[config.mk]
export PLATFORM = sky130hd
export DESIGN_NAME = bbr_divide
export DESIGN_NICKNAME = d
export VERILOG_FILES = /design/src/sv/bbr_pkg.sv /design/src/sv/bbr_divide.sv
export SDC_FILE = /design/constraint.sdc
export NUM_CORES = 1
export LEC_CHECK = 0
export ABC_CLOCK_PERIOD_IN_PS = 9190
export BUFFER_PORTS_ARGS = -buffer_cell sky130_fd_sc_hd__buf_2
export CORE_MARGIN = 3
export CORE_UTILIZATION = 55
export DETAILED_ROUTE_END_ITERATION = 16
export PLACE_DENSITY = 0.7
export RECOVER_POWER = 100
export SYNTH_ARGS = -nofsm -noshare
export SYNTH_HDL_FRONTEND = slang
export SYNTH_SLANG_ARGS = --single-unit
export TNS_END_PERCENT = 50
[constraint.sdc]
create_clock -name vclk -period 9.19
set_input_delay 0.919 -clock vclk [all_inputs]
set_output_delay 0.919 -clock vclk [all_outputs]
set_load 0.005 [all_outputs]
[src/sv/bbr_pkg.sv]
// ----------------------------------------------------------------------------
// bbr_pkg
// Shared types, constants and helpers for the 3x3 box blur with edge
// renormalization.
// ----------------------------------------------------------------------------
package bbr_pkg;

    // Configuration register fields
    localparam int CFG_WIDTH_W  = 12;
    localparam int CFG_HEIGHT_W = 13;
    localparam int CFG_DATA_W   = 13;
    localparam int CFG_INDEX_W  = 2;

    localparam int RESET_WIDTH  = 640;
    localparam int RESET_HEIGHT = 480;

    localparam int DEFAULT_MAX_WIDTH  = 2048;
    localparam int DEFAULT_MAX_HEIGHT = 4096;

    // Sum of up to nine 8-bit samples, and the reciprocal used to divide it
    localparam int SAMPLE_W    = 8;
    localparam int SUM_W       = 12;
    localparam int RECIP_W     = 17;
    localparam int RECIP_SHIFT = 16;

    typedef enum logic [CFG_INDEX_W-1:0] {
        REG_IMAGE_WIDTH  = 2'd0,
        REG_IMAGE_HEIGHT = 2'd1
    } bbr_reg_t;

    typedef enum logic [1:0] {
        ST_IDLE,
        ST_MEM,
        ST_DIV
    } bbr_state_t;

    typedef struct packed {
        logic                cmd;
        logic [SAMPLE_W-1:0] in_red;
        logic [SAMPLE_W-1:0] in_green;
        logic [SAMPLE_W-1:0] in_blue;
    } bbr_in_t;

    typedef struct packed {
        logic [SAMPLE_W-1:0] out_red;
        logic [SAMPLE_W-1:0] out_green;
        logic [SAMPLE_W-1:0] out_blue;
        logic                frame_end;
    } bbr_out_t;

    typedef struct packed {
        logic [SAMPLE_W-1:0] red;
        logic [SAMPLE_W-1:0] green;
        logic [SAMPLE_W-1:0] blue;
    } bbr_pixel_t;

    // One line store entry: two rows back, one row back
    typedef struct packed {
        bbr_pixel_t upper;
        bbr_pixel_t middle;
    } bbr_line_t;

    // Column entering the window: top, center and bottom row
    typedef struct packed {
        bbr_pixel_t upper;
        bbr_pixel_t middle;
        bbr_pixel_t lower;
    } bbr_column_t;

    // Which neighbors lie inside the frame
    typedef struct packed {
        logic top;
        logic bottom;
        logic left;
        logic right;
    } bbr_edge_t;

    typedef struct packed {
        logic [SUM_W-1:0]   red;
        logic [SUM_W-1:0]   green;
        logic [SUM_W-1:0]   blue;
        logic [RECIP_W-1:0] recip;
    } bbr_sum_t;

    // ceil(2^16 / count); exact after truncation for sums up to 9 * 255
    function automatic logic [RECIP_W-1:0] bbr_recip(input logic [1:0] rows,
                                                     input logic [1:0] cols);
        logic [3:0]         count;
        logic [RECIP_W-1:0] r;
        count = {2'b00, rows} * {2'b00, cols};
        unique case (count)
            4'd2:    r = 17'd32768;
            4'd3:    r = 17'd21846;
            4'd4:    r = 17'd16384;
            4'd6:    r = 17'd10923;
            4'd9:    r = 17'd7282;
            default: r = 17'd65536;
        endcase
        return r;
    endfunction

endpackage

[src/sv/bbr_divide.sv]
// ----------------------------------------------------------------------------
// bbr_divide
// Truncating divide of the three channel sums by reciprocal multiplication.
// ----------------------------------------------------------------------------
module bbr_divide (
    input  bbr_pkg::bbr_sum_t   sum,
    output bbr_pkg::bbr_pixel_t quot
);
    import bbr_pkg::*;

    localparam int PROD_W = SUM_W + RECIP_W;

    logic [PROD_W-1:0] prod_red;
    logic [PROD_W-1:0] prod_green;
    logic [PROD_W-1:0] prod_blue;

    assign prod_red   = PROD_W'(sum.red)   * PROD_W'(sum.recip);
    assign prod_green = PROD_W'(sum.green) * PROD_W'(sum.recip);
    assign prod_blue  = PROD_W'(sum.blue)  * PROD_W'(sum.recip);

    assign quot.red   = prod_red[RECIP_SHIFT +: SAMPLE_W];
    assign quot.green = prod_green[RECIP_SHIFT +: SAMPLE_W];
    assign quot.blue  = prod_blue[RECIP_SHIFT +: SAMPLE_W];

endmodule

==> impl_results.md <==
- Outcome: finished, final reports clean
- CTS resizes: 0
- Vias in the first global route: 13230
- Post-synthesis sequential area ratio: 0%
- Highest routed metal layer: met4
- Sw Share: 55.62%
- Sequential share of power: 0%
- Netlist Area Pre-Place: 16310 um2
- Storage cell area: 0 um2
- Final TNS setup: 0 ns
- Met3 wire len: 1703 um
- Lkg Pwr: 8.997 nW
- Top-level I/O count: 77
- Post-layout util: 58.01%
- Final setup fails: 0
- DRT iter0 DRCs: 602
- Logic pwr share: 100.0%
- Die H: 178.2 um
- CORE AREA: 28940 um2
- Fmax: 0.1242 GHz
- Post-CTS Setup Inserts: 0
- Row cnt: 62
- Total routed wirelength: 35630 um
- Hold buffer count at cts: 0
- Hold Path Class: primary input to output pin
- Cell mode on critical path: fa_1
- Largest delay share family, worst path: adder cells
- Avg Inst Size Synth: 8.305 um2
- Placed insts: 2319
- Drt drc: 0
- Critical Path RT: 8.27 ns
- Ys Warns: 0
- Peak VDD IR: 0.4937 mV
- Worst path arrival time: 7.13 ns
- RSZ-0062 raised after global routing: false
- Gr ovfl total: 0
- Nets: 2539
- Met2 WL: 18280 um
- Gate Count Post-Synth: 1964
- WS Path Type: primary input to output pin
- Vias after detailed routing: 12140
- # clk buffers: 0
- Die Wd: 178.2 um
- Critical-path cell list: buf_2 -> nand2_1 -> fa_1 -> inv_1 -> fa_1 -> fa_1 -> fa_1 -> inv_1 -> fa_1 -> inv_1 -> ha_1 -> a21o_1 -> a21o_1 -> a211o_1 -> or4_4 -> o21ai_0 -> or4b_1 -> o311ai_1 -> clkbuf_1
- P&R area growth vs syn: 2.907%
- CP startpoint kind: primary input
- Slew HR: 42.85%
- First-pass GRT wire length: 62420 um
- Largest net degree at the start of global routing: 37
- Maxcap violations: 0
- Post-synthesis cell type count: 45
- Routability Congestion: 0.8309
- Ant. Diodes: 0
- Max Slew Vio Count: 0
- DRT Pass-1 Iters: 5
- Total die area: 31760 um2
- Routed Antenna Nets: 0
- Initial core utilization: 56.37%
- Share of the synthesized area in the top cell type: 51.91%
- Number of I/O port buffers: 77
- Wire per inst: 15.36 um
- Fin cells: 2319
- Worst slew pin tran: 0.8573 ns
- Fin. Hold Viols: 0
- Pint: 2.117 mW
- Detail Placement HPWL: 28310 um
- Synth area leader: fa_1
- Largest cells by area after synthesis: fa_1, inv_1, ha_1, nand2_1, and2_1
- Crit path buf inv count: 5
- All-Layer GR Usage: 24.06%
- Power Dens Cells: 284.3 nW/um2
- Critical-path top delay cell: buf_2
- DRT met1 WL: 15250 um
- Slowest Stage Delay on Critical Path: 0.60 ns
- DR vias/cell: 5.233
- Sw power: 2.654 mW
- Clock power frac: 0%
- Sequential cell count: 0
- CP endpoint kind: output pin
- Syn nets: 2566
- Minimum clock period: 8.048 ns
- Share of cells above drive strength 1: 3.721%
- Period utilization: 87.58%
- Initial antenna violation count: 0
- Worst-path fanout max: 36
- Fill cells: 2620
-- Yosys cell counts, types with 2 or more instances --
master     number
a2111oi_0       2
a211o_1         2
a211oi_1        2
a21o_1          5
a21oi_1        21
a31oi_1         2
and2_1        168
and3_1          2
clkbuf_1      114
fa_1          423
ha_1          126
inv_1         545
nand2_1       419
nand2b_1        3
nand3_1         8
nand4_1         2
nand4b_1        2
nor2_1         15
nor2b_1         3
nor3_1          6
nor4_1          2
o211ai_1        5
o21a_1          3
o21ai_0        12
o21bai_1        2
o31ai_1         3
o41ai_1         2
xnor2_1        38
xor2_1         11
-- routing by layer --
metal  global-route usage (%)  vias to the layer above
met5                        0                        -
met4                    3.539                        0
met3                   0.7237                       29
met2                    42.74                      339
met1                    34.00                     6315
li1                         -                     5452
-- area by class of cell --
| class | instances | area, um2 | share of cell area (%) |
|---|---|---|---|
| Inverter | 545 | 2046 | 12.19 |
| Multi-Input combinational cell | 1305 | 13830 | 82.42 |
| Tap cell | 384 | 480.5 | 2.862 |
| Timing Repair Buffer | 85 | 425.4 | 2.534 |
-- path summary, 6_finish.rpt --
path / from / to / slack [ns] / depth (start not counted)
setup / recovery: sum[5] / quot[6] / 1.14 / 19
hold / removal: sum[27] / quot[7] / 2.69 / 7
-- through the flow --
stage / hold slack, ns / setup WS [ns] / area, um2 / power, mW
CTS: 2.713 / 1.513 / 16810 / 4.937
global placement: 2.711 / 1.543 / 16810 / 4.760
finish: 2.693 / 1.142 / 16790 / 4.772
floorplan: 2.311 / 2.094 / 16310 / 3.506
detailed placement: 2.707 / 1.524 / 16810 / 4.902
global route: 2.768 / 0.8583 / 16790 / 5.559
-- cells by family after synthesis --
logic type / count (synthesis) / synth area share [%]
buffers and inverters: 659 / 15.16
AND/OR/NAND/NOR: 637 / 17.80
adder cells (fa/ha/maj): 549 / 61.58
AO/OA/AOI/OAI: 70 / 2.823
XOR/XNOR: 49 / 2.631
-- layout by cell type (no fill, tap or decap), types with 13 or more instances in the layout --
master,n
a21oi_1,21
fa_1,423
and2_1,167
inv_1,545
nand2_1,419
xnor2_1,38
ha_1,126
buf_2,58
clkbuf_1,16
nor2_1,15
o21ai_0,13
-- power by group through the flow --
stage / Combinational [mW] / Sequential [mW] / Clock, mW
floorplan: 3.51 / 0 / 0
global placement: 4.76 / 0 / 0
detailed placement: 4.90 / 0 / 0
CTS: 4.94 / 0 / 0
global route: 5.56 / 0 / 0
finish: 4.77 / 0 / 0
(Power assumes the default switching activity.)
